$ cat config.mk
export PLATFORM = sky130hd
export DESIGN_NAME = monte_carlo_option_pricer
export DESIGN_NICKNAME = d
export VERILOG_FILES = /design/src/rtl/mcop_pkg.sv /design/src/rtl/monte_carlo_option_pricer.sv
export SDC_FILE = /design/constraint.sdc
export NUM_CORES = 2
export LEC_CHECK = 0
export ABC_AREA = 1
export BUFFER_PORTS_ARGS = -buffer_cell sky130_fd_sc_hd__buf_2
export CAP_MARGIN = 15
export CORE_ASPECT_RATIO = 1.5
export CORE_MARGIN = 3
export CORE_UTILIZATION = 59
export DETAILED_ROUTE_END_ITERATION = 6
export GPL_ROUTABILITY_DRIVEN = 0
export PLACE_DENSITY = 0.79
export SKIP_CTS_REPAIR_TIMING = 1
export SLEW_MARGIN = 30
export SYNTH_ARGS = -nofsm -noshare
export SYNTH_HDL_FRONTEND = slang
export SYNTH_SLANG_ARGS = --single-unit
$ cat constraint.sdc
create_clock -name clk -period 7.6 [get_ports clk]
set_input_delay 1.52 -clock clk [delete_from_list [all_inputs] [get_ports clk]]
set_output_delay 1.52 -clock clk [all_outputs]
set_load 0.01 [all_outputs]
$ cat src/rtl/mcop_pkg.sv
// ----------------------------------------------------------------------------
// mcop_pkg
// Shared types and constants of the Monte Carlo option pricer: field widths,
// register indexes and register reset values.
// ----------------------------------------------------------------------------
package mcop_pkg;

  localparam int unsigned PRICE_W  = 32;  // Q16.16 prices
  localparam int unsigned DRIFT_W  = 32;  // signed Q2.30
  localparam int unsigned DIFF_W   = 31;  // unsigned Q1.30
  localparam int unsigned STEPS_W  = 16;
  localparam int unsigned PATHS_W  = 21;
  localparam int unsigned SAMPLE_W = 16;  // signed Q4.12
  localparam int unsigned SUM_W    = 64;
  localparam int unsigned CFG_W    = 32;
  localparam int unsigned ADDR_W   = 3;
  localparam int unsigned S_DATA_W = 16;
  localparam int unsigned M_DATA_W = 64;

  typedef enum logic [ADDR_W-1:0] {
    CFG_START_PRICE = 3'd0,
    CFG_STRIKE      = 3'd1,
    CFG_DRIFT       = 3'd2,
    CFG_DIFFUSION   = 3'd3,
    CFG_STEPS       = 3'd4,
    CFG_PATHS       = 3'd5
  } cfg_addr_t;

  localparam logic [PRICE_W-1:0] START_PRICE_RST = 32'd6553600;
  localparam logic [PRICE_W-1:0] STRIKE_RST      = 32'd7208960;
  localparam logic [DRIFT_W-1:0] DRIFT_RST       = '0;
  localparam logic [DIFF_W-1:0]  DIFF_RST        = '0;
  localparam logic [STEPS_W-1:0] STEPS_RST       = 16'd1;
  localparam logic [PATHS_W-1:0] PATHS_RST       = 21'd1;

endpackage

$ cat src/rtl/monte_carlo_option_pricer.sv
// Input: ready is low while a word is worked on, so a new word is taken only when its step
// ends; a path end adds ST_PATH and ST_ACC, and a run end adds two restoring divisions plus
// the output load, which waits while an earlier result word is still held at the output.
// One shared 32x32 multiplier does the three multiplies of each step in turn.
// Reset: synchronous; control, counters and sums clear, registers take defaults.
// ----------------------------------------------------------------------------
// monte_carlo_option_pricer
// Geometric random walk per path on one shared multiplier, call and put payoff
// accumulation per path, and averaged results through a serial divider.
// ----------------------------------------------------------------------------
module monte_carlo_option_pricer
  import mcop_pkg::*;
#(
  parameter int unsigned MAX_PATHS_LOG2 = 20
) (
  input  logic                clk,
  input  logic                rst,
  input  logic                s_tvalid,
  output logic                s_tready,
  input  logic [S_DATA_W-1:0] s_tdata,   // [15:0] normal_sample
  output logic                m_tvalid,
  input  logic                m_tready,
  output logic [M_DATA_W-1:0] m_tdata,   // [31:0] call_value, [63:32] put_value
  input  logic                cfg_we,
  input  logic [ADDR_W-1:0]   cfg_addr,
  input  logic [CFG_W-1:0]    cfg_data
);

  localparam int unsigned CAP_LOG2 = (MAX_PATHS_LOG2 < PATHS_W) ? MAX_PATHS_LOG2 : PATHS_W;
  localparam logic [PATHS_W:0] PATHS_CAP = (PATHS_W+1)'(1) << CAP_LOG2;

  typedef enum logic [9:0] {
    ST_IDLE   = 10'b0000000001,
    ST_MUL_D  = 10'b0000000010,
    ST_FACT   = 10'b0000000100,
    ST_MUL_HI = 10'b0000001000,
    ST_MUL_LO = 10'b0000010000,
    ST_PRICE  = 10'b0000100000,
    ST_PATH   = 10'b0001000000,
    ST_ACC    = 10'b0010000000,
    ST_DIV    = 10'b0100000000,
    ST_DONE   = 10'b1000000000
  } state_t;

  state_t state;

  // configuration
  logic [PRICE_W-1:0] start_price;
  logic [PRICE_W-1:0] strike;
  logic [DRIFT_W-1:0] drift_per_step;
  logic [DIFF_W-1:0]  diffusion_per_step;
  logic [STEPS_W-1:0] steps_per_path;
  logic [PATHS_W-1:0] paths_count;

  // walk state
  logic [PRICE_W-1:0] path_price;
  logic [STEPS_W-1:0] step_index;
  logic [PATHS_W-1:0] path_index;
  logic [SUM_W-1:0]   call_sum;
  logic [SUM_W-1:0]   put_sum;

  // datapath registers
  logic               sample_neg;
  logic [16:0]        sample_mag;
  logic [63:0]        prod;
  logic [35:0]        factor;
  logic               factor_zero;
  logic [51:0]        prod_hi;
  logic [PRICE_W-1:0] payoff;
  logic               payoff_call;
  logic               run_end;

  // divider
  logic [SUM_W-1:0]   dvd;
  logic [PATHS_W-1:0] rem;
  logic [PATHS_W-1:0] divisor;
  logic [5:0]         div_cnt;
  logic               div_sel;
  logic [PRICE_W-1:0] call_q;

  // shared multiplier operands
  logic [31:0] mul_a;
  logic [31:0] mul_b;

  logic [STEPS_W-1:0] steps_eff;
  logic [PATHS_W-1:0] paths_eff;
  logic               step_more;
  logic               path_more;

  logic [16:0]        neg_mag;
  logic [47:0]        diff_prod;
  logic [35:0]        term_mag;
  logic signed [37:0] term;
  logic signed [37:0] factor_s;

  logic [48:0]        lo_sum;
  logic [38:0]        price_sum;
  logic [PRICE_W-1:0] price_new;

  logic [PATHS_W:0]   rem_shift;
  logic               q_bit;
  logic [PATHS_W-1:0] rem_next;

  assign s_tready = (state == ST_IDLE);

  always_comb begin
    steps_eff = (steps_per_path == '0) ? STEPS_W'(1) : steps_per_path;
    paths_eff = (paths_count == '0) ? PATHS_W'(1) : paths_count;
    if ({1'b0, paths_eff} > PATHS_CAP) begin
      paths_eff = PATHS_CAP[PATHS_W-1:0];
    end
    step_more = ({1'b0, step_index} + (STEPS_W+1)'(1)) < {1'b0, steps_eff};
    path_more = ({1'b0, path_index} + (PATHS_W+1)'(1)) < {1'b0, paths_eff};
  end

  // sample magnitude, -32768 maps to 32768
  assign neg_mag = 17'(17'd0 - {s_tdata[15], s_tdata});

  always_comb begin
    mul_a = '0;
    mul_b = '0;
    unique case (state)
      ST_MUL_D: begin
        mul_a = {1'b0, diffusion_per_step};
        mul_b = {15'd0, sample_mag};
      end
      ST_MUL_HI: begin
        mul_a = path_price;
        mul_b = {12'd0, factor[35:16]};
      end
      ST_MUL_LO: begin
        mul_a = path_price;
        mul_b = {16'd0, factor[15:0]};
      end
      default: begin
        mul_a = '0;
        mul_b = '0;
      end
    endcase
  end

  // factor = 1.0 + drift + diffusion*sample, the diffusion term floored to Q.30
  always_comb begin
    diff_prod = prod[47:0];
    term_mag  = sample_neg ? 36'((diff_prod + 48'd4095) >> 12) : diff_prod[47:12];
    term      = sample_neg ? -$signed({2'b00, term_mag}) : $signed({2'b00, term_mag});
    factor_s  = $signed(38'd1 << 30) + 38'($signed(drift_per_step)) + term;
  end

  // new price = floor(price * factor / 2^30), saturated
  always_comb begin
    lo_sum    = {19'd0, prod_hi[13:0], 16'd0} + {1'b0, prod[47:0]};
    price_sum = {1'b0, prod_hi[51:14]} + {20'd0, lo_sum[48:30]};
    if (factor_zero) begin
      price_new = '0;
    end else if (price_sum[38:32] != '0) begin
      price_new = '1;
    end else begin
      price_new = price_sum[31:0];
    end
  end

  always_comb begin
    rem_shift = {rem, dvd[SUM_W-1]};
    q_bit     = (rem_shift >= {1'b0, divisor});
    rem_next  = q_bit ? PATHS_W'(rem_shift - {1'b0, divisor}) : rem_shift[PATHS_W-1:0];
  end

  always_ff @(posedge clk) begin
    prod <= 64'(mul_a) * 64'(mul_b);
  end

  always_ff @(posedge clk) begin
    if (rst) begin
      start_price        <= START_PRICE_RST;
      strike             <= STRIKE_RST;
      drift_per_step     <= DRIFT_RST;
      diffusion_per_step <= DIFF_RST;
      steps_per_path     <= STEPS_RST;
      paths_count        <= PATHS_RST;
    end else if (cfg_we) begin
      case (cfg_addr)
        CFG_START_PRICE: start_price        <= cfg_data;
        CFG_STRIKE:      strike             <= cfg_data;
        CFG_DRIFT:       drift_per_step     <= cfg_data;
        CFG_DIFFUSION:   diffusion_per_step <= cfg_data[DIFF_W-1:0];
        CFG_STEPS:       steps_per_path     <= cfg_data[STEPS_W-1:0];
        CFG_PATHS:       paths_count        <= cfg_data[PATHS_W-1:0];
        default: ;
      endcase
    end
  end

  always_ff @(posedge clk) begin
    if (rst) begin
      state      <= ST_IDLE;
      path_price <= START_PRICE_RST;
      step_index <= '0;
      path_index <= '0;
      call_sum   <= '0;
      put_sum    <= '0;
      run_end    <= 1'b0;
      div_cnt    <= '0;
      div_sel    <= 1'b0;
      m_tvalid   <= 1'b0;
    end else begin
      // drop the taken word unless a new one loads this cycle
      if (m_tvalid && m_tready && (state != ST_DONE)) begin
        m_tvalid <= 1'b0;
      end
      unique case (state)
        ST_IDLE: begin
          if (s_tvalid) begin
            sample_neg <= s_tdata[15];
            sample_mag <= s_tdata[15] ? neg_mag : {1'b0, s_tdata};
            if (step_index == '0) begin
              path_price <= start_price;
            end
            state <= ST_MUL_D;
          end
        end
        ST_MUL_D: begin
          state <= ST_FACT;
        end
        ST_FACT: begin
          factor_zero <= (factor_s <= 38'sd0);
          factor      <= factor_s[35:0];
          state       <= ST_MUL_HI;
        end
        ST_MUL_HI: begin
          state <= ST_MUL_LO;
        end
        ST_MUL_LO: begin
          prod_hi <= prod[51:0];
          state   <= ST_PRICE;
        end
        ST_PRICE: begin
          path_price <= price_new;
          if (step_more) begin
            step_index <= step_index + STEPS_W'(1);
            state      <= ST_IDLE;
          end else begin
            step_index <= '0;
            state      <= ST_PATH;
          end
        end
        ST_PATH: begin
          payoff_call <= (path_price > strike);
          payoff      <= (path_price > strike) ? path_price - strike : strike - path_price;
          run_end     <= !path_more;
          if (path_more) begin
            path_index <= path_index + PATHS_W'(1);
          end else begin
            path_index <= '0;
            divisor    <= paths_eff;
          end
          state <= ST_ACC;
        end
        ST_ACC: begin
          if (payoff_call) begin
            call_sum <= call_sum + SUM_W'(payoff);
            dvd      <= call_sum + SUM_W'(payoff);
          end else begin
            put_sum <= put_sum + SUM_W'(payoff);
            dvd     <= call_sum;
          end
          rem     <= '0;
          div_cnt <= '0;
          div_sel <= 1'b0;
          state   <= run_end ? ST_DIV : ST_IDLE;
        end
        ST_DIV: begin
          div_cnt <= div_cnt + 6'd1;
          if (div_cnt == '1) begin
            if (!div_sel) begin
              // call average done; start the put sum and rearm the sums
              call_q   <= {dvd[PRICE_W-2:0], q_bit};
              dvd      <= put_sum;
              rem      <= '0;
              div_sel  <= 1'b1;
              call_sum <= '0;
              put_sum  <= '0;
            end else begin
              dvd   <= {dvd[SUM_W-2:0], q_bit};
              rem   <= rem_next;
              state <= ST_DONE;
            end
          end else begin
            dvd <= {dvd[SUM_W-2:0], q_bit};
            rem <= rem_next;
          end
        end
        ST_DONE: begin
          // hold until the output register is free
          if (!m_tvalid || m_tready) begin
            m_tdata  <= {dvd[PRICE_W-1:0], call_q};
            m_tvalid <= 1'b1;
            state    <= ST_IDLE;
          end
        end
        default: begin
          state <= ST_IDLE;
        end
      endcase
    end
  end

endmodule

=== Word-level counts from Yosys, hierarchy flattened ===
Cells that the tools add are included.
Widths: inputs -> output; s select.

* $add $sub $neg: 17
* $mul: 1
* Order comparisons: 6
* Equal/unequal tests: 24
* Multiplexer cells: 42
* Bitwise logic cells: 3
* Reductions and logical operators: 32

{| class="wikitable"
|+ Operators by type and width
! kind !! number
|-
| $mux 64 || 6
|-
| $pmux 64 s2 || 3
|-
| $mux 32 || 5
|-
| $add 64x32->64 || 2
|-
| $pmux 32 s2 || 2
|-
| $mux 21 || 6
|-
| $pmux 10 s10 || 1
|-
| $sub 32x32->32 || 2
|-
| $pmux 20 s3 || 1
|-
| $mul 32x20->52 || 1
|-
| $add 30x48->49 || 1
|-
| $add 48x12->48 const B || 1
|-
| $pmux 21 s2 || 1
|-
| $mux 10 || 4
|-
| $add 38x19->39 || 1
|-
| $add 33x38->38 || 1
|-
| $le 38x1->1 const B || 1
|-
| $mux 38 || 1
|-
| $neg 36->38 || 1
|-
| $mux 36 || 1
|-
| $add 32x32->33 const A || 1
|-
| $gt 32x32->1 || 1
|-
| $logic_not 16->1 || 2
|-
| $mux 16 || 2
|-
| other kinds (46) || 77
|}

* Register bits after elaboration: 774
* Bits of input ports: 56
* Output and inout port bits: 66
* Word-level logic and storage cells: 155

=== Logic depth before layout (Yosys ltp) ===
* Depth after elaboration: 7
* Mapped depth: 38
* Depth with buffers taken out: 37

=== Worst setup path before layout ===
No wires, ideal clock.

* Path kind: reg-to-reg
* Start: register state[9]
* End: register prod[44]
* Setup time: 0.072 ns
* Arrival time: 7.405 ns
* Data required time: 7.528 ns
* Slack: 0.123 ns
* Stages on the path, launching flop included: 37
* Path buffers: 2
* Period minus slack after synthesis: 7.477 ns
* Cell sequence: dfxtp_1 -> nor2_2 -> inv_2 -> nor3_1 -> nand3_1 -> inv_2 -> nor2_2 -> buf_2 -> o22ai_2 -> buf_2 -> nand2_1 -> fa_1 -> inv_1 -> fa_1 -> inv_1 -> fa_1 -> inv_1 -> fa_1 -> fa_1 -> fa_1 -> inv_1 -> fa_1 -> inv_1 -> ha_1 -> nand2_1 -> nor2_1 -> inv_1 -> nor3_1 -> inv_1 -> o21ai_0 -> a21oi_1 -> o21ai_0 -> nand2_1 -> o211ai_1 -> nand2_1 -> nand2_1 -> xor2_1

* Word-level cells in the longest chain between the ends: 4
* Elaborated cells between the ends (all ways): 7
* Those cells by class: mul: 1; eq/ne: 3; mux: 2; reduce/logical: 1

{| class="wikitable"
|+ Ends and longest elaborated chain
! what !! line !! text
|-
| start, declared || monte_carlo_option_pricer.sv:45 || <nowiki>state_t state;</nowiki>
|-
| start signal, assigned || monte_carlo_option_pricer.sv:270 || <nowiki>state <= run_end ? ST_DIV : ST_IDLE;</nowiki>
|-
| $eq 10x5->1 / $eq 10x4->1 (equally long branches) || monte_carlo_option_pricer.sv:122 || <nowiki>unique case (state)</nowiki>
|-
| $reduce_or 2->1 (no line) || -- ||
|-
| $pmux 32 s2 || monte_carlo_option_pricer.sv:122 ||
|-
| $mul 32x20->52 (*) || monte_carlo_option_pricer.sv:170 || <nowiki>prod <= 64'(mul_a) * 64'(mul_b);</nowiki>
|-
| end signal, assigned || monte_carlo_option_pricer.sv:170 ||
|-
| end, declared || monte_carlo_option_pricer.sv:65 || <nowiki>logic [63:0] prod;</nowiki>
|}

Mark *: on every way between the ends. The rest lies on a longest branch, timed or not.
A chain may end at the register's enable or synchronous reset.

=== Worst setup path after layout ===
* Start: register state[7]
* End: register prod[41]

The elaborated chain is that of the path after synthesis.

==> summary.txt <==
slowest stage cell, crit path -> fa_2
CP Data Required Time -> 8.18 ns
Die Y -> 423 µm
Antenna Nets Post-Route -> 0
RSZ-0062 raised after global routing -> yes
Gate Count Post-Synth -> 9,028
Worst Setup End Kind -> flop
Worst Hold Class -> flop to flop
Placeable Area -> 115,000 µm²
DR vias -> 67,100
final clock skew -> 0.0506 ns
max-cap viol count -> 0
DPL Wire Length -> 177,000 µm
syn avg cell area -> 7.57 µm²
fin util -> 68.4%
Most used DFF post-synth -> dfxtp_1
DR vias/cell -> 6.08
Finish-stage setup viols -> 28
Fmax achieved -> 0.127 GHz
leak pwr -> 37.7 nW
Initial Util -> 59.6%
Arr. time, crit path -> 8.43 ns
global-route wire length before repair -> 353,000 µm
Mapped Area -> 68,400 µm²
Post-synth EDFFs -> 342
CTS clk-pin slew, worst paths -> 0.07 ns
Post-Syn Nets -> 10,100
Final period util -> 103%
PnR worst setup slack -> -0.253 ns
Async SR Flop Fraction -> 0%
initial antenna violation count -> 13
Slew @ Worst Pin -> 1.08 ns
Hold Violations, Final -> 0
first-pass detailed-route iteration total -> 7
largest net degree at the start of global routing -> 200
layout cell share with drive strength beyond 1 -> 11.7%
dpl cell area -> 73,300 µm²
buffer depth of the longest clock path -> 3
relative max-transition margin -> 27.0%
Finished Cell Area -> 78,400 µm²
die footprint -> 120,000 µm²
Sink Count -> 774
IO Pins -> 122
startpoint types -> flop
most area-consuming cells after synthesis -> fa_1 16%, edfxtp_1 15%, dfxtp_1 13%
register bit total from synthesis -> 774
Power Dens Cells -> 178 nW/µm²
DRC Markers -> 16
latest clock arrival within the worst-skew pair -> 0.73 ns
worst-path fanout max -> 5
post-synth top area share -> 15.9%
grt ovf -> 0
H-tree Lvls -> 3
CTS tree -> built
width of the die -> 284 µm
Slew Viols, Final -> 0
number of core rows -> 152
violated checks -> DRC, setup timing
CTS buffer count -> 74
crit path kind -> flop to flop
port bufs -> 121
maximum vdd ir drop -> 0.240 mV
YS warnings -> 0
Netlist cell types -> 68
critical path's most frequent cell -> fa_1
per-cell routed wire length -> 21.8 µm
sequential fraction of the synthesis area -> 27.7%
vias in the first global route -> 65,900
NumNets Final -> 10,500
routed wire length -> 241,000 µm
fin crit period -> 7.85 ns
Global Route Usage Sum -> 37.9%
status -> finished with violations
Synth area leader -> fa_1
DRT iter0 DRCs -> 7,660
Area Growth Syn to Fin -> 14.6%
root buf cell -> clkbuf_16
critical path's largest stage delay -> 0.62 ns
## per-layer routing
metal	routed length [µm]	global-route usage, %
met5	16	0
met4	30400	36.2
met3	24800	9.08
met2	111000	63.8
met1	74200	38.2
## state kept, by name, indices dropped and copies added, names as in the netlist, 31 cells and up
register            count
start_price            32
diffusion_per_step     31
strike                 32
factor                 36
drift_per_step         32
path_price             32
dvd                    64
prod                   52
put_sum                64
m_tdata                64
call_sum               64
payoff                 32
call_q                 32
prod_hi                52
## metrics by stage
stage / setup TNS (ns) / hold slack (ns) / worst slack (ns) / power (mW) / cells
floorplan: 0 / 0.386 / 0.123 / 8.07 / 9028
global placement: -4.02 / 0.401 / -0.388 / 9.41 / 10800
detailed placement: -5.21 / 0.401 / -0.426 / 9.51 / 10800
CTS: -6.88 / 0.416 / -0.481 / 13.4 / 10900
global route: -10.05 / 0.422 / -0.575 / 14.5 / 11000
finish: -3.53 / 0.415 / -0.253 / 13.9 / 11000
## layout make-up
| class | count | area, µm² |
|---|---|---|
| Tap cell | 1540 | 1930 |
| Fill cell | 8729 | 36300 |
| Inverter | 1688 | 6360 |
| Clock inverter | 39 | 450 |
| Multi-Input combinational cell | 6286 | 43500 |
| Clock buffer | 97 | 2080 |
| Timing Repair Buffer | 602 | 5090 |
| Sequential cell | 774 | 18900 |
| Antenna cell | 10 | 25.0 |
## power by group
group	internal, mW	leakage (nW)	switching [mW]
clock	2.15	1.22	1.78
combinational	1.53	29.8	3.61
sequential	4.71	6.62	0.159
total	8.38	37.7	5.55
## worst max-delay path: cells and delay by family, from the launching register on
family | cells | cell delay [ns]
xor+xnor | 1 | 0.12
simple gates | 6 | 0.77
buf+inv | 9 | 1.40
flops | 1 | 0.33
fa+ha+maj | 8 | 3.77
compound gates | 6 | 1.32
## logic make-up after synthesis
| family | Yosys count | share of synthesized area, % |
|---|---|---|
| fa+ha+maj | 999 | 24.2 |
| flops | 774 | 27.7 |
| mux | 5 | 0.0732 |
| simple gates | 3379 | 20.4 |
| buf+inv | 1970 | 10.9 |
| other cells | 1 | 0.00548 |
| xor+xnor | 254 | 3.25 |
| compound gates | 1646 | 13.4 |
## final timing paths
path / end / slack (ns) / depth (start not counted) / startpoint
worst max-delay path: prod[41]$_DFF_P_ / -0.25 / 30 / state[7]$_SDFFE_PP0P_
worst min-delay path: prod_hi[48]$_DFFE_PP_ / 0.42 / 0 / prod[48]$_DFF_P_
worst max register to register: prod[41]$_DFF_P_ / -0.25 / 30 / state[7]$_SDFFE_PP0P_
worst min register to register: prod_hi[48]$_DFFE_PP_ / 0.42 / 0 / prod[48]$_DFF_P_
## layout by cell type (no fill, tap or decap), types with 31 or more instances in the layout
cell type  Yosys  final
nand4_1       99     99
nor2_2        12     34
nand3_1      315    298
nand2_1     1870   1842
o211ai_1      45     45
inv_2         11     46
o21ai_0      549    522
fa_2           0     31
dfxtp_1      432    425
nand2_2        8     33
buf_12         0     42
fa_1         543    512
edfxtp_1     342    342
o21a_1        38     38
o21bai_1      37     37
buf_6          0     51
a22oi_1       63     61
ha_1         456    425
a21oi_1      725    691
nor2_1       836    794
xor2_1       174    174
o21ai_1       21     40
nor4_1        42     39
xnor2_1       80     78
buf_2         54    120
buf_4          1    374
inv_1       1665   1625
or2_2         35     35
a21o_1        40     40
clkbuf_16      0     82
nor3_1       111    103
## cells in the mapped netlist (all sizes together), types with 2 or more instances
cell type / n
mux2i: 5
edfxtp: 342
a31o: 2
nor4: 43
dfxtp: 432
fa: 543
inv: 1678
buf: 63
o22ai: 37
o211ai: 45
clkbuf: 219
clkinv: 10
and2: 3
and3: 5
nand3: 316
a22oi: 64
xnor2: 80
nand2b: 2
o21bai: 37
or2: 41
nand4: 99
a31oi: 37
o2111ai: 7
a221o: 2
a221oi: 2
nand2: 1881
xor2: 174
nor2: 853
o21ai: 572
o211a: 2
o221ai: 5
a21oi: 725
nor3: 114
o21a: 38
a21boi: 9
a21o: 40
o31ai: 11
ha: 456
a211oi: 7
nand3b: 19
o311ai: 2
Note: power is estimated with default switching activity, not from simulation.
